File: config.mk
export PLATFORM = sky130hd
export DESIGN_NAME = countdown_timer_seven_segment_top
export DESIGN_NICKNAME = d
export VERILOG_FILES = /design/src/rtl/core/cdt_pkg.sv /design/src/rtl/core/cdt_digit_mux.sv /design/src/rtl/core/countdown_timer_seven_segment_top.sv
export SDC_FILE = /design/constraint.sdc
export NUM_CORES = 1
export LEC_CHECK = 0
export BUFFER_PORTS_ARGS = -buffer_cell sky130_fd_sc_hd__buf_4
export CAP_MARGIN = 20
export CELL_PAD_IN_SITES_DETAIL_PLACEMENT = 0
export CELL_PAD_IN_SITES_GLOBAL_PLACEMENT = 1
export CORE_ASPECT_RATIO = 0.7
export CORE_MARGIN = 4
export CORE_UTILIZATION = 48
export DETAILED_ROUTE_END_ITERATION = 8
export GPL_TIMING_DRIVEN = 0
export MAX_ROUTING_LAYER = met4
export PLACE_DENSITY = 0.9
export SETUP_SLACK_MARGIN = 0.5
export SLEW_MARGIN = 10
export SYNTH_ARGS = -nofsm -noshare
export SYNTH_HDL_FRONTEND = slang
export SYNTH_HIERARCHICAL = 1
export SYNTH_SLANG_ARGS = --single-unit
File: constraint.sdc
create_clock -name clk -period 7.1 [get_ports clk]
set_input_delay 1.065 -clock clk [delete_from_list [all_inputs] [get_ports clk]]
set_output_delay 1.065 -clock clk [all_outputs]
set_load 0.005 [all_outputs]
File: src/rtl/core/cdt_pkg.sv
package cdt_pkg;

    // Command carried in the input tuser field
    typedef enum logic [2:0] {
        OP_TICK    = 3'd0,
        OP_START   = 3'd1,
        OP_STOP    = 3'd2,
        OP_RESTART = 3'd3,
        OP_SAMPLE  = 3'd4,
        OP_SCAN    = 3'd5
    } op_t;

    localparam int unsigned COUNT_W    = 7;
    localparam int unsigned TICK_W     = 8;
    localparam int unsigned ADC_W      = 10;
    localparam int unsigned SCAN_W     = 2;
    localparam int unsigned ANODE_W    = 3;
    localparam int unsigned SEG_W      = 7;
    localparam int unsigned COUNT_MAX  = 102;

    localparam logic [TICK_W-1:0] TICKS_RESET = 8'd125;

    // Scan positions: hundreds, tens, units
    localparam logic [SCAN_W-1:0] POS_HUNDREDS = 2'd0;
    localparam logic [SCAN_W-1:0] POS_TENS     = 2'd1;
    localparam logic [SCAN_W-1:0] POS_UNITS    = 2'd2;

    localparam logic [ANODE_W-1:0] ANODE_DARK = 3'b111;
    localparam logic [SEG_W-1:0]   SEG_DARK   = 7'h7F;

    // Drive for one scan position, active low
    typedef struct packed {
        logic [ANODE_W-1:0] anode;
        logic [SEG_W-1:0]   seg;
    } disp_t;

    // floor(v / 10) for v below 1024: multiply by 205, drop 11 bits
    function automatic logic [COUNT_W-1:0] div10(input logic [ADC_W-1:0] v);
        logic [17:0] prod;
        prod = 18'(v) * 18'd205;
        return prod[17:11];
    endfunction

    // Lit segments of a decimal digit, bit 0 is a, bit 6 is g (active high)
    function automatic logic [SEG_W-1:0] seg_lit(input logic [3:0] digit);
        logic [SEG_W-1:0] lit;
        case (digit)
            4'd0:    lit = 7'b0111111;
            4'd1:    lit = 7'b0000110;
            4'd2:    lit = 7'b1011011;
            4'd3:    lit = 7'b1001111;
            4'd4:    lit = 7'b1100110;
            4'd5:    lit = 7'b1101101;
            4'd6:    lit = 7'b1111101;
            4'd7:    lit = 7'b0100111;
            4'd8:    lit = 7'b1111111;
            4'd9:    lit = 7'b1101111;
            default: lit = 7'b0000000;
        endcase
        return lit;
    endfunction

endpackage

File: src/rtl/core/cdt_digit_mux.sv
module cdt_digit_mux (
    input  logic [cdt_pkg::COUNT_W-1:0] count,
    input  logic [cdt_pkg::SCAN_W-1:0]  pos,
    output cdt_pkg::disp_t              disp
);

    logic                         hundreds;
    logic [cdt_pkg::COUNT_W-1:0]  rest;
    logic [cdt_pkg::COUNT_W-1:0]  tens_q;
    logic [cdt_pkg::COUNT_W-1:0]  all_q;
    logic [cdt_pkg::COUNT_W-1:0]  units;
    logic [3:0]                   digit;

    always_comb
    begin
        hundreds = (count >= 7'd100);
        rest     = hundreds ? (count - 7'd100) : count;
        tens_q   = cdt_pkg::div10(10'(rest));
        all_q    = cdt_pkg::div10(10'(count));
        units    = count - 7'(all_q * 7'd10);

        case (pos)
            cdt_pkg::POS_TENS:
            begin
                digit     = tens_q[3:0];
                disp.anode = 3'b101;
            end
            cdt_pkg::POS_UNITS:
            begin
                digit     = units[3:0];
                disp.anode = 3'b011;
            end
            default:
            begin
                // hundreds, also the unused fourth code
                digit     = {3'b000, hundreds};
                disp.anode = 3'b110;
            end
        endcase

        disp.seg = ~cdt_pkg::seg_lit(digit);
    end

endmodule

File: src/rtl/core/countdown_timer_seven_segment_top.sv
// Channel | Direction | Handshake          | Payload
// s       | in        | s_tvalid/s_tready  | tuser[2:0] opcode; tdata[9:0] adc_sample
// m       | out       | m_tvalid/m_tready  | tdata: anode_drive, segment_drive, alarm_led,
//         |           |                    |        shown_count
// cfg     | in        | cfg_we (no wait)   | cfg_wdata[7:0] ticks_per_step
//
// One beat per cycle sustained while m_tready is high; each item passes through the input
// register, then the result register.
// rst_n is asynchronous, active low: count 0, counting off, sampling on, prescaler 0,
// scan at hundreds, ticks_per_step 125, both stages empty.
// When m_tready is low the result register holds; the input register still takes a
// beat if it is empty, then s_tready drops until the result moves on.
module countdown_timer_seven_segment_top (
    input  logic        clk,
    input  logic        rst_n,
    input  logic        s_tvalid,
    output logic        s_tready,
    input  logic [15:0] s_tdata,   // [9:0] adc_sample, [15:10] zero
    input  logic [2:0]  s_tuser,   // [2:0] opcode
    output logic        m_tvalid,
    input  logic        m_tready,
    output logic [23:0] m_tdata,   // [2:0] anode_drive, [9:3] segment_drive,
                                   // [10] alarm_led, [17:11] shown_count, [23:18] zero
    input  logic        cfg_we,
    input  logic [7:0]  cfg_wdata  // ticks_per_step
);

    // Configuration
    logic [cdt_pkg::TICK_W-1:0]  ticks_reg;

    // Input stage
    logic                        in_valid_reg, in_valid_next;
    cdt_pkg::op_t                op_reg, op_next;
    logic [cdt_pkg::ADC_W-1:0]   adc_reg, adc_next;

    // Timer state
    logic [cdt_pkg::COUNT_W-1:0] count_reg, count_next;
    logic                        counting_reg, counting_next;
    logic                        sampling_reg, sampling_next;
    logic [cdt_pkg::TICK_W-1:0]  tick_reg, tick_next;
    logic [cdt_pkg::SCAN_W-1:0]  scan_reg, scan_next;

    // Result stage
    logic                        out_valid_reg, out_valid_next;
    logic [23:0]                 out_data_reg, out_data_next;

    logic                        advance;
    logic [cdt_pkg::TICK_W-1:0]  tick_inc;
    cdt_pkg::disp_t              disp;
    logic [cdt_pkg::ANODE_W-1:0] anode;
    logic [cdt_pkg::SEG_W-1:0]   seg;
    logic                        alarm;

    // Digit decode works on the count as it stands before this item
    cdt_digit_mux u_digit_mux (
        .count (count_reg),
        .pos   (scan_reg),
        .disp  (disp)
    );

    // Move the held item into the result register when that register frees up
    assign advance  = in_valid_reg && (!out_valid_reg || m_tready);
    assign s_tready = !in_valid_reg || advance;
    assign tick_inc = tick_reg + 8'd1;

    // Input stage control
    always_comb
    begin
        in_valid_next = in_valid_reg;
        op_next       = op_reg;
        adc_next      = adc_reg;
        if (s_tvalid && s_tready)
        begin
            in_valid_next = 1'b1;
            op_next       = cdt_pkg::op_t'(s_tuser[2:0]);
            adc_next      = s_tdata[9:0];
        end
        else if (advance)
        begin
            in_valid_next = 1'b0;
        end
    end

    // Timer state update and result assembly for the item in the input register
    always_comb
    begin
        count_next    = count_reg;
        counting_next = counting_reg;
        sampling_next = sampling_reg;
        tick_next     = tick_reg;
        scan_next     = scan_reg;
        anode         = cdt_pkg::ANODE_DARK;
        seg           = cdt_pkg::SEG_DARK;

        if (advance)
        begin
            case (op_reg)
                cdt_pkg::OP_TICK:
                begin
                    // prescaler wraps at 8 bits; a step fires on a match
                    if (tick_inc == ticks_reg)
                    begin
                        tick_next = '0;
                        if (counting_reg && (count_reg != '0))
                        begin
                            count_next = count_reg - 7'd1;
                        end
                    end
                    else
                    begin
                        tick_next = tick_inc;
                    end
                end
                cdt_pkg::OP_START:
                begin
                    counting_next = 1'b1;
                    sampling_next = 1'b0;
                end
                cdt_pkg::OP_STOP:
                begin
                    counting_next = 1'b0;
                end
                cdt_pkg::OP_RESTART:
                begin
                    sampling_next = 1'b1;
                    counting_next = 1'b0;
                end
                cdt_pkg::OP_SAMPLE:
                begin
                    if (sampling_reg)
                    begin
                        count_next = cdt_pkg::div10(adc_reg);
                    end
                end
                cdt_pkg::OP_SCAN:
                begin
                    anode = disp.anode;
                    seg   = disp.seg;
                    // advance hundreds, tens, units, back to hundreds
                    if (scan_reg == cdt_pkg::POS_HUNDREDS)
                    begin
                        scan_next = cdt_pkg::POS_TENS;
                    end
                    else if (scan_reg == cdt_pkg::POS_TENS)
                    begin
                        scan_next = cdt_pkg::POS_UNITS;
                    end
                    else
                    begin
                        scan_next = cdt_pkg::POS_HUNDREDS;
                    end
                end
                default:
                begin
                    // undefined commands leave the state alone
                end
            endcase
        end

        alarm = (count_next == '0) && !sampling_next;
    end

    // Result stage control
    always_comb
    begin
        out_valid_next = out_valid_reg;
        out_data_next  = out_data_reg;
        if (advance)
        begin
            out_valid_next = 1'b1;
            out_data_next  = {6'd0, count_next, alarm, seg, anode};
        end
        else if (m_tready)
        begin
            out_valid_next = 1'b0;
        end
    end

    assign m_tvalid = out_valid_reg;
    assign m_tdata  = out_data_reg;

    // Control and state registers
    always_ff @(posedge clk or negedge rst_n)
    begin
        if (!rst_n)
        begin
            ticks_reg     <= cdt_pkg::TICKS_RESET;
            in_valid_reg  <= 1'b0;
            out_valid_reg <= 1'b0;
            count_reg     <= '0;
            counting_reg  <= 1'b0;
            sampling_reg  <= 1'b1;
            tick_reg      <= '0;
            scan_reg      <= cdt_pkg::POS_HUNDREDS;
        end
        else
        begin
            if (cfg_we)
            begin
                ticks_reg <= cfg_wdata;
            end
            in_valid_reg  <= in_valid_next;
            out_valid_reg <= out_valid_next;
            count_reg     <= count_next;
            counting_reg  <= counting_next;
            sampling_reg  <= sampling_next;
            tick_reg      <= tick_next;
            scan_reg      <= scan_next;
        end
    end

    // Payload registers
    always_ff @(posedge clk)
    begin
        op_reg       <= op_next;
        adc_reg      <= adc_next;
        out_data_reg <= out_data_next;
    end

`ifndef SYNTH
    // Scan position never lands on the unused code
    a_scan_range: assert property (@(posedge clk) disable iff (!rst_n)
        scan_reg != 2'd3)
        else $error("scan position out of range");

    // Count never exceeds what a sample can preset
    a_count_range: assert property (@(posedge clk) disable iff (!rst_n)
        count_reg <= 7'(cdt_pkg::COUNT_MAX))
        else $error("count above preset range");

    // Start turns counting on and sampling off
    a_start: assert property (@(posedge clk) disable iff (!rst_n)
        advance && (op_reg == cdt_pkg::OP_START) |=> counting_reg && !sampling_reg)
        else $error("start did not take effect");

    // Only a scan lights a digit
    a_dark: assert property (@(posedge clk) disable iff (!rst_n)
        advance && (op_reg != cdt_pkg::OP_SCAN) |=> m_tdata[2:0] == cdt_pkg::ANODE_DARK)
        else $error("digit lit outside scan");

    // A held item is not dropped while the result stage is stalled
    a_hold: assert property (@(posedge clk) disable iff (!rst_n)
        in_valid_reg && !advance |=> in_valid_reg)
        else $error("stalled item lost");
`endif

endmodule
==> After elaboration in Yosys (flattened, before gate mapping) <==
Memories as Yosys holds them, arrays and structs flattened.
Index checks and enable logic that the tools add are counted.
{ "word_totals": {"in_bits": 32, "elab_cells": 69, "reg_bits": 60, "rom_bits": 112, "mem_count": 1} }
{ "memory_table": {"columns": ["name", "words", "word_bits", "rd", "rd_clocked_by_memory_dff", "write_ports", "line_no", "text"], "rows": [
  ["(name not given)", 16, 7, 1, 0, 0, "cdt_pkg.sv:47", "case (digit)"]
]} }
{ "op_classes": {"multipliers": 4, "bitwise": 1, "n_addsub": 4, "n_mux": 18, "n_eq_ne": 8, "magnitude_cmp": 1, "reduce_logical": 20} }
{ "op_table": {"columns": ["op", "n"], "rows": [
  ["$mux 7", 5],
  ["$mul 7x8->15 const B", 2],
  ["$mul 10x8->18 const B", 1],
  ["$pmux 7 s2", 1],
  ["$add 8x1->8 const B", 1],
  ["$eq 8x8->1", 1],
  ["$mux 8", 1],
  ["$pmux 4 s2", 1],
  ["$ge 7x7->1 const B", 1],
  ["$logic_not 7->1", 1],
  ["$not 7->7", 1],
  ["$reduce_bool 7->1", 1],
  ["$sub 7x1->7 const B", 1],
  ["$sub 7x7->7 const B", 1],
  ["$eq 3x2->1 const B", 2],
  ["$eq 3x3->1 const B", 2],
  ["$pmux 3 s2", 1],
  ["$reduce_and 2->1", 3],
  ["$reduce_bool 2->1", 3],
  ["$mux 1", 5],
  ["$logic_and 1x1->1", 4],
  ["$mul 4x3->3 const B", 1],
  ["$mux 2", 2],
  ["$pmux 1 s2", 2],
  ["9 further kinds", 12]
]} }

==> Logic depth before layout (Yosys ltp) <==
Gate-level depths: netlist (run 1).
{ "depth": {"depth_word": 8, "ltp_mapped": 26} }

==> Hierarchy <==
Netlist (run 1), hierarchy kept.
{ "by_module_without_submodules": {"columns": ["mod", "seq_area_each_um2", "n_inst", "cells_per_inst", "area_each_um2"], "rows": [
  ["countdown_timer_seven_segment_top", 1665.3, 1, 404, 4304.1],
  ["cdt_digit_mux", 0.0, 1, 256, 2279.7]
]} }

==> Worst setup path after synthesis (run 1) <==
No wires, ideal clock.
{ "synth_timing": {"path_type": "register to register", "start": "reg count_reg[1] in the netlist's numbering", "end": "reg out_data_reg[9] (netlist: m_tdata[9]), data pin", "synth_period_minus_slack_ps": 6024, "path_buffers": 0, "stages_incl_launch_ff": 25, "setup_slack_ps": 1076, "t_arrival_ps": 5762, "path_cell_list": "dfrtp_1 inv_1 ha_1 and2b_2 o21ai_0 a21boi_0 nand2_1 xnor2_1 ha_1 ha_1 fa_1 inv_1 fa_1 inv_1 ha_1 and3_1 o21bai_1 a31oi_1 or3_1 a31oi_1 inv_1 ha_1 o22a_1 mux2_4 or2_2"} }
{ "synth_lines": {"columns": ["item", "line_no", "text"], "rows": [
  ["start: declaration", "countdown_timer_seven_segment_top.sv:37", "logic [cdt_pkg::COUNT_W-1:0] count_reg, count_next;"],
  ["start signal: assignment", "countdown_timer_seven_segment_top.sv:204", "count_reg <= count_next;"],
  ["end signal: assignment", "countdown_timer_seven_segment_top.sv:217", "out_data_reg <= out_data_next;"],
  ["end: declaration", "countdown_timer_seven_segment_top.sv:45", "logic [23:0] out_data_reg, out_data_next;"]
]} }

==> metrics.sh, run 1 <==
STATUS='finished clean'
PATH_CLK_SLEW_NS=0.05
CRITICAL_PATH.MOST_COMMON_CELL='sky130_fd_sc_hd__ha_1'
GRT_PASS1_VIAS=4863
DETAIL_ROUTE.WIRELENGTH_UM=13200
DRV_SLEW=0
FINAL_COMMON_CELL='sky130_fd_sc_hd__ha_1'
CLOCK-SKEW-FINAL_NS=0.00648
STD_CELL_ROWS=35
POST-ROUTE-DRC-COUNT=0
CLOCK.FMAX_GHz=0.159
DIE_AREA_UM2=15700
GP_CONGESTION=0.919
ASYNCSETRESETFLOPFRACSYNTH_PCT=48.3
ANT_NETS=0
DRT_FIRST_ITER_VIOLATIONS=276
CRIT_PATH_CELLS='inv_2, ha_1, o21ai_0, a21boi_2, o21ai_0, xor2_1, inv_1, ha_1, ha_1, fa_1, inv_1, fa_1, inv_1, ha_1, and3_1, o21bai_2, a31oi_2, or3_1, a31oi_4, inv_1, ha_1, o22a_1, mux2_4, or2_2'
YOSYSWARNINGS=6
GR-USAGE-ALL-LAYERS_PCT=18.1
YOSYSSEQAREASHARE_PCT=25.3
CPMAXSTAGEDELAYCELL='sky130_fd_sc_hd__dfrtp_2'
LARGEST_REG_FLOPS=18
PORTBUFFERS=44
PERIOD_SHARE_PCT=88.3
FRACTION_OF_LAYOUT_INSTANCES_USING_A_DRIVE_STRENGTH_ABOVE_1_PCT=18.4
ROUTE.DETAILED.VIAS_PER_INST=5.29
CP.ARRIVAL_NS=6.34
CTS.ROOT.BUFFER_CELL='sky130_fd_sc_hd__clkbuf_16'
YOSYSTOPAREACELLSHARE_PCT=24.3
SYNTH_AREA_LEADERS='sky130_fd_sc_hd__ha_1 (24%), sky130_fd_sc_hd__edfxtp_1 (14%), sky130_fd_sc_hd__fa_1 (10%)'
GATE_COUNT_AFTER_TECHNOLOGY_MAPPING=660
SEQ_CELLS_POST_SYNTH=60
CLK_PATH_BUF_DEPTH=2
YOSYSUNIQUECELLTYPES=77
GLOBALROUTE.TOTALOVERFLOW=0
FINAL_CELL_MIX='sky130_fd_sc_hd__ha_1 (128), sky130_fd_sc_hd__inv_1 (112), sky130_fd_sc_hd__buf_4 (53), sky130_fd_sc_hd__fa_1 (33), sky130_fd_sc_hd__nand2_1 (32)'
WORSTMARGINPINSLEW_NS=0.679
WL_PER_CELL_UM=14.5
FINAL_HOLD_VIOL_COUNT=0
NETLIST.TOP_CELL.BY_AREA='sky130_fd_sc_hd__ha_1'
CTS_MADE_BUFFERS=9
SYN_AREA_PER_CELL_UM2=9.98
CRIT_REQUIRED_NS=7.17
CORE_REGION_AREA_UM2=13300
CRITICAL_PATH_CLASS='reg -> reg'
LAYOUT.NETS=915
TNS_SETUP_NS=0
POST_SYNTH_INSTANCE_AREA_UM2=6580
GRT_PASS1_WL_UM=22900
DPL_WIRE_LENGTH_UM=10900
SYNTH-MAIN-FF-CELL='sky130_fd_sc_hd__edfxtp_1'
DIE_H_UM=106
AREAGROWTHSYNTHTOFINISH_PCT=14.3
POSTCTSHOLDBUFS=0
WORST_SETUP_PATH_START_KIND='flop'
INITIAL_UTILIZATION_PCT=49.5
ANTENNADIODECOUNT=0
CTS_HTREE_LEVELS=3
NUM_IO_PINS=58
PIN_COUNT_OF_THE_BIGGEST_NET_ENTERING_GLOBAL_ROUTING=30
WORST_PATH_LARGEST_CELL_DELAY_NS=0.53
SYNTH-EDFF-COUNT=31
TIMING.CRITICAL_PATH.MAX_DELAY_FAMILY='adder cells'
VIA_COUNT=4826
ENDPOINT_KIND='flop'
SETUP_VIOLATING_ENDPOINT_COUNT_IN_THE_FINAL_REPORT=0
RELSLEWSLACK_PCT=54.7
FIN_CRIT_NS=6.27
MAX-CAP-VIOLATIONS=0
DIE_X_UM=148
CLOCK_SINK_COUNT=60
UNREPAIRED_SETUP_ENDPOINTS_AFTER_GLOBAL_ROUTING='false'
FIRSTDRTPASSITERS=5
CLOCK_INSERTION_DELAY_WORST_SKEW_NS=0.32
TRITONCTS='done'
CP_MAX_FO=13
NUMBER_OF_ANTENNA_VIOLATIONS_AT_THE_FIRST_CHECK_IN_GLOBAL_ROUTING=0
MIN-DELAY-PATH-CLASS='reg -> reg'
WORST-PATH-BUF-INV=5
==> final cells by class <==
| cell class | count | area, um^2 |
|---|---|---|
| Fill cell | 1155 | 5790 |
| Multi-Input combinational cell | 472 | 4430 |
| Sequential cell | 60 | 1670 |
| Inverter | 113 | 424 |
| Timing Repair Buffer | 46 | 345 |
| Tap cell | 185 | 231 |
| Clock buffer | 9 | 225 |
| Buffer | 20 | 120 |
| Clock inverter | 7 | 75.1 |
==> what timing repair did <==
action / CTS / global route
buffers inserted: 1 / 1
endpoints found under the setup margin: 7 / 7
pin swaps: 0 / 3
gates resized for setup: 7 / 7
==> path summary, 6_finish.rpt <==
path	startpoint	end	slack, ns	cells past startpoint
min in group asynchronous	rst_n	tick_reg[7]$_DFFE_PN0P_	0.66	1
max in group asynchronous	rst_n	ticks_reg[0]$_DFFE_PN1P_	6.11	1
setup / recovery	count_reg[3]$_DFF_PN0_	m_tdata[9]$_SDFFCE_PP1P_	0.83	24
hold / removal	tick_reg[7]$_DFFE_PN0P_	tick_reg[7]$_DFFE_PN0P_	0.51	1
setup reg to reg	count_reg[3]$_DFF_PN0_	m_tdata[9]$_SDFFCE_PP1P_	0.83	24
hold reg to reg	tick_reg[7]$_DFFE_PN0P_	tick_reg[7]$_DFFE_PN0P_	0.51	1
==> synthesized netlist by cell type (all sizes together), types with 6 or more instances <==
cell,count
and2,7
inv,113
xor2,14
and3,7
clkbuf,9
dfstp,7
mux2i,11
buf,11
nor3,12
xnor2,18
dfrtp,22
nand4,9
fa,33
edfxtp,31
o21ai,18
a211oi,6
nand2,32
a31oi,6
nand3,10
mux2,13
nor2,24
or2,14
ha,128
nand2b,11
a21oi,19
==> through the flow <==
step           utilization (%)  hold WS (ns)  std cells  instance area, um^2  setup WS (ns)
2_1_floorplan                -         0.465        665                 6600           1.08
3_3_place_gp              53.8         0.497        894                 7160          0.205
3_5_place_dp              53.8         0.517        894                 7160         0.0271
4_1_cts                   56.3         0.521        911                 7500          0.540
5_1_grt                   56.5         0.556        912                 7530          0.507
6_report                  56.5         0.511        912                 7530          0.828
==> cells by family after synthesis <==
family,after synthesis,share of synthesized area [%]
AO/OA/AOI/OAI,100,11.3
XOR/XNOR,32,4.26
adder cells (fa/ha/maj),161,34.4
buffers and inverters,133,8.27
flip-flops,60,25.3
multiplexers,24,4.01
other,1,0.0570
AND/OR/NAND/NOR,149,12.4
==> per-layer routing <==
metal	part of all wire, %	up-vias	GRT usage [%]
met4	1.0	0	3.36
met5	0	-	-
met1	48	2261	25.4
li1	-	2410	-
met2	46	129	27.7
met3	5.5	26	3.54
Power of run 1 is not shown: default switching activity piles up to over one toggle a cycle in this logic, so the estimate is an artifact.
==> run 2: changes to the inputs <==
--- a/config.mk
+++ b/config.mk
@@ -5,17 +5,19 @@
 export SDC_FILE = /design/constraint.sdc
 export NUM_CORES = 1
 export LEC_CHECK = 0
+export ABC_AREA = 1
 export BUFFER_PORTS_ARGS = -buffer_cell sky130_fd_sc_hd__buf_4
 export CAP_MARGIN = 20
 export CELL_PAD_IN_SITES_DETAIL_PLACEMENT = 0
 export CELL_PAD_IN_SITES_GLOBAL_PLACEMENT = 1
 export CORE_ASPECT_RATIO = 0.7
 export CORE_MARGIN = 4
-export CORE_UTILIZATION = 48
+export CORE_UTILIZATION = 47
 export DETAILED_ROUTE_END_ITERATION = 8
+export GPL_ROUTABILITY_DRIVEN = 0
 export GPL_TIMING_DRIVEN = 0
 export MAX_ROUTING_LAYER = met4
-export PLACE_DENSITY = 0.9
+export PLACE_DENSITY = 0.92
 export SETUP_SLACK_MARGIN = 0.5
 export SLEW_MARGIN = 10
 export SYNTH_ARGS = -nofsm -noshare
==> metrics.sh, run 2 <==
TIMING.RR.START='count_reg[3]$_DFF_PN0_'
SETUP_WS_NS=1.43
CTS_REPAIR_RESIZE_COUNT=0
VIA_COUNT=5631
GRT_PASS1_WL_UM=25200
SYNTH-MAIN-FF-CELL='sky130_fd_sc_hd__edfxtp_1'
WORST-PATH-BUF-INV=6
INSTANCES_NO_FILL=1143
WORST_SETUP_PATH_START_KIND='flop'
SEQ_CELLS_POST_SYNTH=60
DIE_X_UM=155
UNREPAIRED_SETUP_ENDPOINTS_AFTER_GLOBAL_ROUTING='false'
PERIOD_SHARE_PCT=79.8
ROUTE.DETAILED.VIAS_PER_INST=4.93
DRT_FIRST_ITER_VIOLATIONS=284
SYNTH-EDFF-COUNT=31
INITIAL_UTILIZATION_PCT=48.1
CORE_REGION_AREA_UM2=14800
SYNTH_AREA_LEADERS='sky130_fd_sc_hd__ha_1 (23%), sky130_fd_sc_hd__edfxtp_1 (13%), sky130_fd_sc_hd__inv_1 (9.9%)'
LAYOUT.NETS=1136
ENDPOINT_KIND='flop'
ASYNCSETRESETFLOPFRACSYNTH_PCT=48.3
DIE_H_UM=111
WORSTMARGINPINSLEW_NS=0.892
DETAIL_ROUTE.WIRELENGTH_UM=14600
FIRSTDRTPASSITERS=5
GATE_COUNT_AFTER_TECHNOLOGY_MAPPING=882
GRT_PASS1_VIAS=5365
FRACTION_OF_LAYOUT_INSTANCES_USING_A_DRIVE_STRENGTH_ABOVE_1_PCT=14.0
NUMBER_OF_ANTENNA_VIOLATIONS_AT_THE_FIRST_CHECK_IN_GLOBAL_ROUTING=0
CLOCK.FMAX_GHz=0.177
TIMING.CRITICAL_PATH.MAX_DELAY_FAMILY='adder cells'
WORST_PATH_LARGEST_CELL_DELAY_NS=0.65
CP.ARRIVAL_NS=5.73
TRITONCTS='done'
FINAL_HOLD_VIOL_COUNT=0
CLOCK-SKEW-FINAL_NS=0.00880
CRITICAL_PATH.MOST_COMMON_CELL='sky130_fd_sc_hd__nand2_1'
PATH_CLK_SLEW_NS=0.05
FINAL_COMMON_CELL='sky130_fd_sc_hd__inv_1'
CTS_MADE_BUFFERS=9
CLK_PATH_BUF_DEPTH=2
STD_CELL_ROWS=37
POST_SYNTH_INSTANCE_AREA_UM2=7100
YOSYSTOPAREACELLSHARE_PCT=22.5
DPL_WIRE_LENGTH_UM=12300
POST_CTS.REPAIR.SETUP_BUFFERS=0
DIE_AREA_UM2=17200
PORTBUFFERS=45
CTS.ROOT.BUFFER_CELL='sky130_fd_sc_hd__clkbuf_16'
FINAL_CELL_MIX='sky130_fd_sc_hd__inv_1 (188), sky130_fd_sc_hd__nand2_1 (181), sky130_fd_sc_hd__ha_1 (128), sky130_fd_sc_hd__nand3_1 (59), sky130_fd_sc_hd__buf_4 (51)'
CLOCK_INSERTION_DELAY_WORST_SKEW_NS=0.33
CTS_HTREE_LEVELS=3
YOSYSUNIQUECELLTYPES=50
PIN_COUNT_OF_THE_BIGGEST_NET_ENTERING_GLOBAL_ROUTING=30
SYNTHMOSTINSTANTIATEDCELL='sky130_fd_sc_hd__inv_1'
PLACE_WORST_SETUP_SLACK_NS=1.42
ANTENNADIODECOUNT=0
YOSYSWARNINGS=6
GLOBALROUTE.TOTALOVERFLOW=0
WL_PER_CELL_UM=12.8
CPMAXSTAGEDELAYCELL='sky130_fd_sc_hd__dfrtp_1'
CRITICAL_PATH_CLASS='reg -> reg'
NETLIST.TOP_CELL.BY_AREA='sky130_fd_sc_hd__ha_1'
SETUP_VIOLATING_ENDPOINT_COUNT_IN_THE_FINAL_REPORT=0
POST-ROUTE-DRC-COUNT=0
SYNTH_COMMON_CELLS='sky130_fd_sc_hd__inv_1 (188), sky130_fd_sc_hd__nand2_1 (181), sky130_fd_sc_hd__ha_1 (128), sky130_fd_sc_hd__nand3_1 (59), sky130_fd_sc_hd__a21oi_1 (34)'
CP_MAX_FO=11
CLOCK_SINK_COUNT=60
DRV_SLEW=0
DP.CELLS=1127
MAX-CAP-VIOLATIONS=0
POSTCTSHOLDBUFS=0
MIN-DELAY-PATH-CLASS='reg -> reg'
SOURCE_OF_THE_WORST_HOLD_TIMING_PATH='ticks_reg[4]$_DFFE_PN1P_'
YOSYSSEQAREASHARE_PCT=23.4
ANT_NETS=0
RELSLEWSLACK_PCT=40.5
LARGEST_REG_FLOPS=18
SYN_AREA_PER_CELL_UM2=8.05
FIN_CRIT_NS=5.67
CRIT_PATH_START='count_reg[3]$_DFF_PN0_'
STATUS='finished clean'
NUM_IO_PINS=58
TNS_SETUP_NS=0
AREAGROWTHSYNTHTOFINISH_PCT=12.6
CRIT_REQUIRED_NS=7.17
GR-USAGE-ALL-LAYERS_PCT=18.1
-- run 2: cell count changes in the layout (fill, tap and decap cells not counted), moves of 6 or more --
cell / before / now
sky130_fd_sc_hd__nand3_1: 10 / 59
sky130_fd_sc_hd__or2_2: 14 / 3
sky130_fd_sc_hd__inv_1: 112 / 188
sky130_fd_sc_hd__inv_2: 1 / 8
sky130_fd_sc_hd__nand2_1: 32 / 181
sky130_fd_sc_hd__a21oi_1: 19 / 34
sky130_fd_sc_hd__mux2_2: 11 / 3
sky130_fd_sc_hd__xnor2_1: 17 / 3
sky130_fd_sc_hd__nand3_2: 0 / 8
sky130_fd_sc_hd__nand2b_1: 11 / 1
sky130_fd_sc_hd__and2_1: 7 / 1
sky130_fd_sc_hd__nand2_2: 0 / 15
sky130_fd_sc_hd__and3_1: 7 / 0
sky130_fd_sc_hd__mux2i_1: 11 / 0
-- run 2: layout make-up --
cell class	instances	area, um^2
Clock buffer	10	229
Sequential cell	60	1670
Timing Repair Buffer	45	338
Clock inverter	6	65.1
Tap cell	195	244
Fill cell	1355	6770
Multi-Input combinational cell	618	4650
Buffer	10	61.3
Inverter	199	749
-- run 2: worst min-delay path: stages, from the launching register on --
cell and delay [ns]:
sky130_fd_sc_hd__dfstp_2 0.36, sky130_fd_sc_hd__inv_1 0.07, sky130_fd_sc_hd__o21ai_0 0.07
-- run 2: kinds of logic after synthesis --
group,Yosys count,synth area share (%)
AO/OA/AOI/OAI,90,7.43
XOR/XNOR,21,2.59
adder cells (fa/ha/maj),161,31.8
buffers and inverters,209,11.4
flip-flops,60,23.4
multiplexers,3,0.475
other,1,0.0528
AND/OR/NAND/NOR,337,22.8
-- run 2: per-stage QoR --
stage,cell area (um^2),utilization (%),hold slack (ns)
2_1_floorplan,7120,-,0.469
3_3_place_gp,7700,52.2,0.487
3_5_place_dp,7700,52.2,0.499
4_1_cts,8000,54.2,0.507
5_1_grt,8000,54.2,0.543
6_report,8000,54.2,0.506
-- run 2: routing by layer --
metal | GRT usage [%] | wire, um | vias up
li1 | - | - | 2946
met1 | 27.8 | 7820 | 2573
met2 | 25.8 | 5980 | 99
met3 | 1.95 | 666 | 13
met4 | 4.00 | 142 | 0
met5 | - | 0 | -
-- run 2: path summary, 6_finish.rpt --
kind / endpoint / slack [ns] / cells past startpoint
min in group asynchronous: ticks_reg[7]$_DFFE_PN0P_ / 0.65 / 1
min: ticks_reg[4]$_DFFE_PN1P_ / 0.51 / 2
max: m_tdata[6]$_SDFFCE_PP1P_ / 1.43 / 31
min reg2reg: ticks_reg[4]$_DFFE_PN1P_ / 0.51 / 2
max in group asynchronous: ticks_reg[2]$_DFFE_PN1P_ / 6.13 / 1
max reg2reg: m_tdata[6]$_SDFFCE_PP1P_ / 1.43 / 31
Power of run 2 is left out for the same reason.
==> run 3: changes to the inputs <==
--- a/config.mk
+++ b/config.mk
@@ -12,12 +12,12 @@
 export CELL_PAD_IN_SITES_GLOBAL_PLACEMENT = 1
 export CORE_ASPECT_RATIO = 0.7
 export CORE_MARGIN = 4
-export CORE_UTILIZATION = 47
+export CORE_UTILIZATION = 42
 export DETAILED_ROUTE_END_ITERATION = 8
 export GPL_ROUTABILITY_DRIVEN = 0
 export GPL_TIMING_DRIVEN = 0
 export MAX_ROUTING_LAYER = met4
-export PLACE_DENSITY = 0.92
+export PLACE_DENSITY = 0.87
 export SETUP_SLACK_MARGIN = 0.5
 export SLEW_MARGIN = 10
 export SYNTH_ARGS = -nofsm -noshare
==> constraint.sdc (replaced) <==
create_clock -name clk -period 4.85 [get_ports clk]
set_input_delay 0.7275 -clock clk [delete_from_list [all_inputs] [get_ports clk]]
set_output_delay 0.7275 -clock clk [all_outputs]
set_load 0.005 [all_outputs]
==> metrics.sh, run 3 (synthesized netlist as in run 2, its figures left out) <==
RELSLEWSLACK_PCT=37.1
ANT_NETS=0
DRV_SLEW=0
POST-ROUTE-DRC-COUNT=0
CLOCK_SINK_COUNT=60
TIMING.HOLD.WS_NS=0.322
DPL_WIRE_LENGTH_UM=12400
ROUTE.DETAILED.VIAS_PER_INST=4.89
LARGEST_REG_FLOPS=18
FINAL_COMMON_CELL='sky130_fd_sc_hd__nand2_1'
DRT_FIRST_ITER_VIOLATIONS=303
CP_MAX_FO=4
UNREPAIRED_SETUP_ENDPOINTS_AFTER_GLOBAL_ROUTING='true'
CRITICAL_PATH_CLASS='reg -> reg'
PORTBUFFERS=45
REGTOREGSETUPSLACK_NS=-0.16
FIN_CRIT_NS=5.01
MIN-DELAY-PATH-CLASS='in -> async'
VIA_COUNT=5947
WL_PER_CELL_UM=14.1
INITIAL_UTILIZATION_PCT=43.2
CLOCK_INSERTION_DELAY_WORST_SKEW_NS=0.33
GR-USAGE-ALL-LAYERS_PCT=18.2
ANTENNADIODECOUNT=0
STATUS='complete, but fails checks'
MULTIINPUTGATEAREA_UM2=5440
MAXUSEDROUTINGLAYER='met4'
FIRSTDRTPASSITERS=5
CLOCK-SKEW-FINAL_NS=0.00456
WL_MET1_UM=8640
WORST_PATH_LARGEST_CELL_DELAY_NS=0.52
AREAGROWTHSYNTHTOFINISH_PCT=29.0
R2R-END='m_tdata[3]$_SDFFCE_PP1P_'
ROUTED-WL-MET3_UM=708
CPMAXSTAGEDELAYCELL='sky130_fd_sc_hd__fa_1'
FINAL-SEQ-AREA_UM2=1670
GLOBALROUTE.TOTALOVERFLOW=0
TRITONCTS='done'
FILLER_CELL_COUNT=1444
GRT_PASS1_WL_UM=27000
WORSTMARGINPINSLEW_NS=0.942
WL_MET2_UM=7680
POSTCTSHOLDBUFS=0
PERIOD_SHARE_PCT=103
FRACTION_OF_LAYOUT_INSTANCES_USING_A_DRIVE_STRENGTH_ABOVE_1_PCT=31.6
CP.ARRIVAL_NS=5.08
SETUP_VIOLATING_ENDPOINT_COUNT_IN_THE_FINAL_REPORT=7
DIE_AREA_UM2=19100
VIOLATIONS='negative setup slack'
MAX-CAP-VIOLATIONS=0
NUM_IO_PINS=58
ENDPOINT_KIND='flop'
WORST_SETUP_PATH_START_KIND='flop'
DIE_H_UM=117
CRIT_REQUIRED_NS=4.92
DETAIL_ROUTE.WIRELENGTH_UM=17200
CTS.ROOT.BUFFER_CELL='sky130_fd_sc_hd__clkbuf_16'
SETUP_WS_NS=-0.160
DIE_X_UM=163
CRIT_PATH_START='count_reg[4]$_DFF_PN0_'
PATH_CLK_SLEW_NS=0.06
REG2REG_DEPTH=33
CTS_MADE_BUFFERS=9
FINAL_CORE_UTIL_PCT=55.7
CLK_PATH_BUF_DEPTH=2
CLOCK.FMAX_GHz=0.200
PLACE_WORST_SETUP_SLACK_NS=-0.686
GRT_PASS1_VIAS=5681
STD_CELL_ROWS=39
FINAL_CELL_MIX='sky130_fd_sc_hd__nand2_1 (159), sky130_fd_sc_hd__inv_1 (158), sky130_fd_sc_hd__ha_1 (86), sky130_fd_sc_hd__buf_4 (86), sky130_fd_sc_hd__nand3_1 (52)'
TIMING.RR.START='count_reg[4]$_DFF_PN0_'
NUMBER_OF_ANTENNA_VIOLATIONS_AT_THE_FIRST_CHECK_IN_GLOBAL_ROUTING=0
FINAL_HOLD_VIOL_COUNT=0
CORE_REGION_AREA_UM2=16400
CTS_HTREE_LEVELS=3
PIN_COUNT_OF_THE_BIGGEST_NET_ENTERING_GLOBAL_ROUTING=30
LAYOUT.NETS=1178
==> run 3: cell count changes in the layout (fill, tap and decap cells not counted), sizes merged <==
| cell | delta |
|---|---|
| bufinv | -1 |
| clkinvlp | +2 |
| inv | +1 |
| buf | +42 |
| clkinv | -2 |
==> run 3: worst max path at each step <==
stage	to	slack, ns	cells after the start
finish	m_tdata[3]$_SDFFCE_PP1P_	-0.16	33
floorplan	m_tdata[6]$_SDFFCE_PP1P_	0.09	31
CTS	m_tdata[6]$_SDFFCE_PP1P_	-0.08	31
detailed placement	m_tdata[6]$_SDFFCE_PP1P_	-0.69	28
global route	m_tdata[5]$_SDFFCE_PP1P_	-0.40	31
global placement	m_tdata[6]$_SDFFCE_PP1P_	-0.73	28
==> run 3: final cells by class <==
cell class,count,area share (%)
Multi-Input combinational cell,618,59.3
Sequential cell,60,18.3
Inverter,199,8.34
Timing Repair Buffer,87,7.41
Tap cell,225,3.07
Clock buffer,10,2.50
Buffer,10,0.669
Clock inverter,6,0.437
==> run 3: per-layer routing <==
metal	vias up	track usage [%]
met4	0	3.52
met2	117	27.1
li1	3029	-
met1	2789	26.5
met5	-	-
met3	12	2.73
==> run 3: critical path: cells and delay by family (launching register included) <==
family / cells / cell delay (ns)
adder cells (fa/ha/maj): 7 / 2.11
AND/OR/NAND/NOR: 16 / 1.37
buffers and inverters: 8 / 0.54
flip-flops: 1 / 0.46
AO/OA/AOI/OAI: 2 / 0.26
==> run 3: repair_timing <==
item / 4_1_cts / 5_1_grt
resized for setup: 81 / 86
pin swaps: 53 / 60
setup endpoints to repair: 10 / 14
buffers inserted: 26 / 16
gates cloned: 0 / 0
==> run 3: stage by stage <==
| stage | setup TNS (ns) | instance area, um^2 | std cells |
|---|---|---|---|
| detailed placement | -4.36 | 7790 | 1157 |
| floorplan | 0 | 7170 | 887 |
| global placement | -4.65 | 7790 | 1157 |
| CTS | -0.462 | 8650 | 1199 |
| finish | -0.999 | 9170 | 1215 |
| global route | -2.76 | 9170 | 1215 |
Power of run 3 is left out for the same reason.
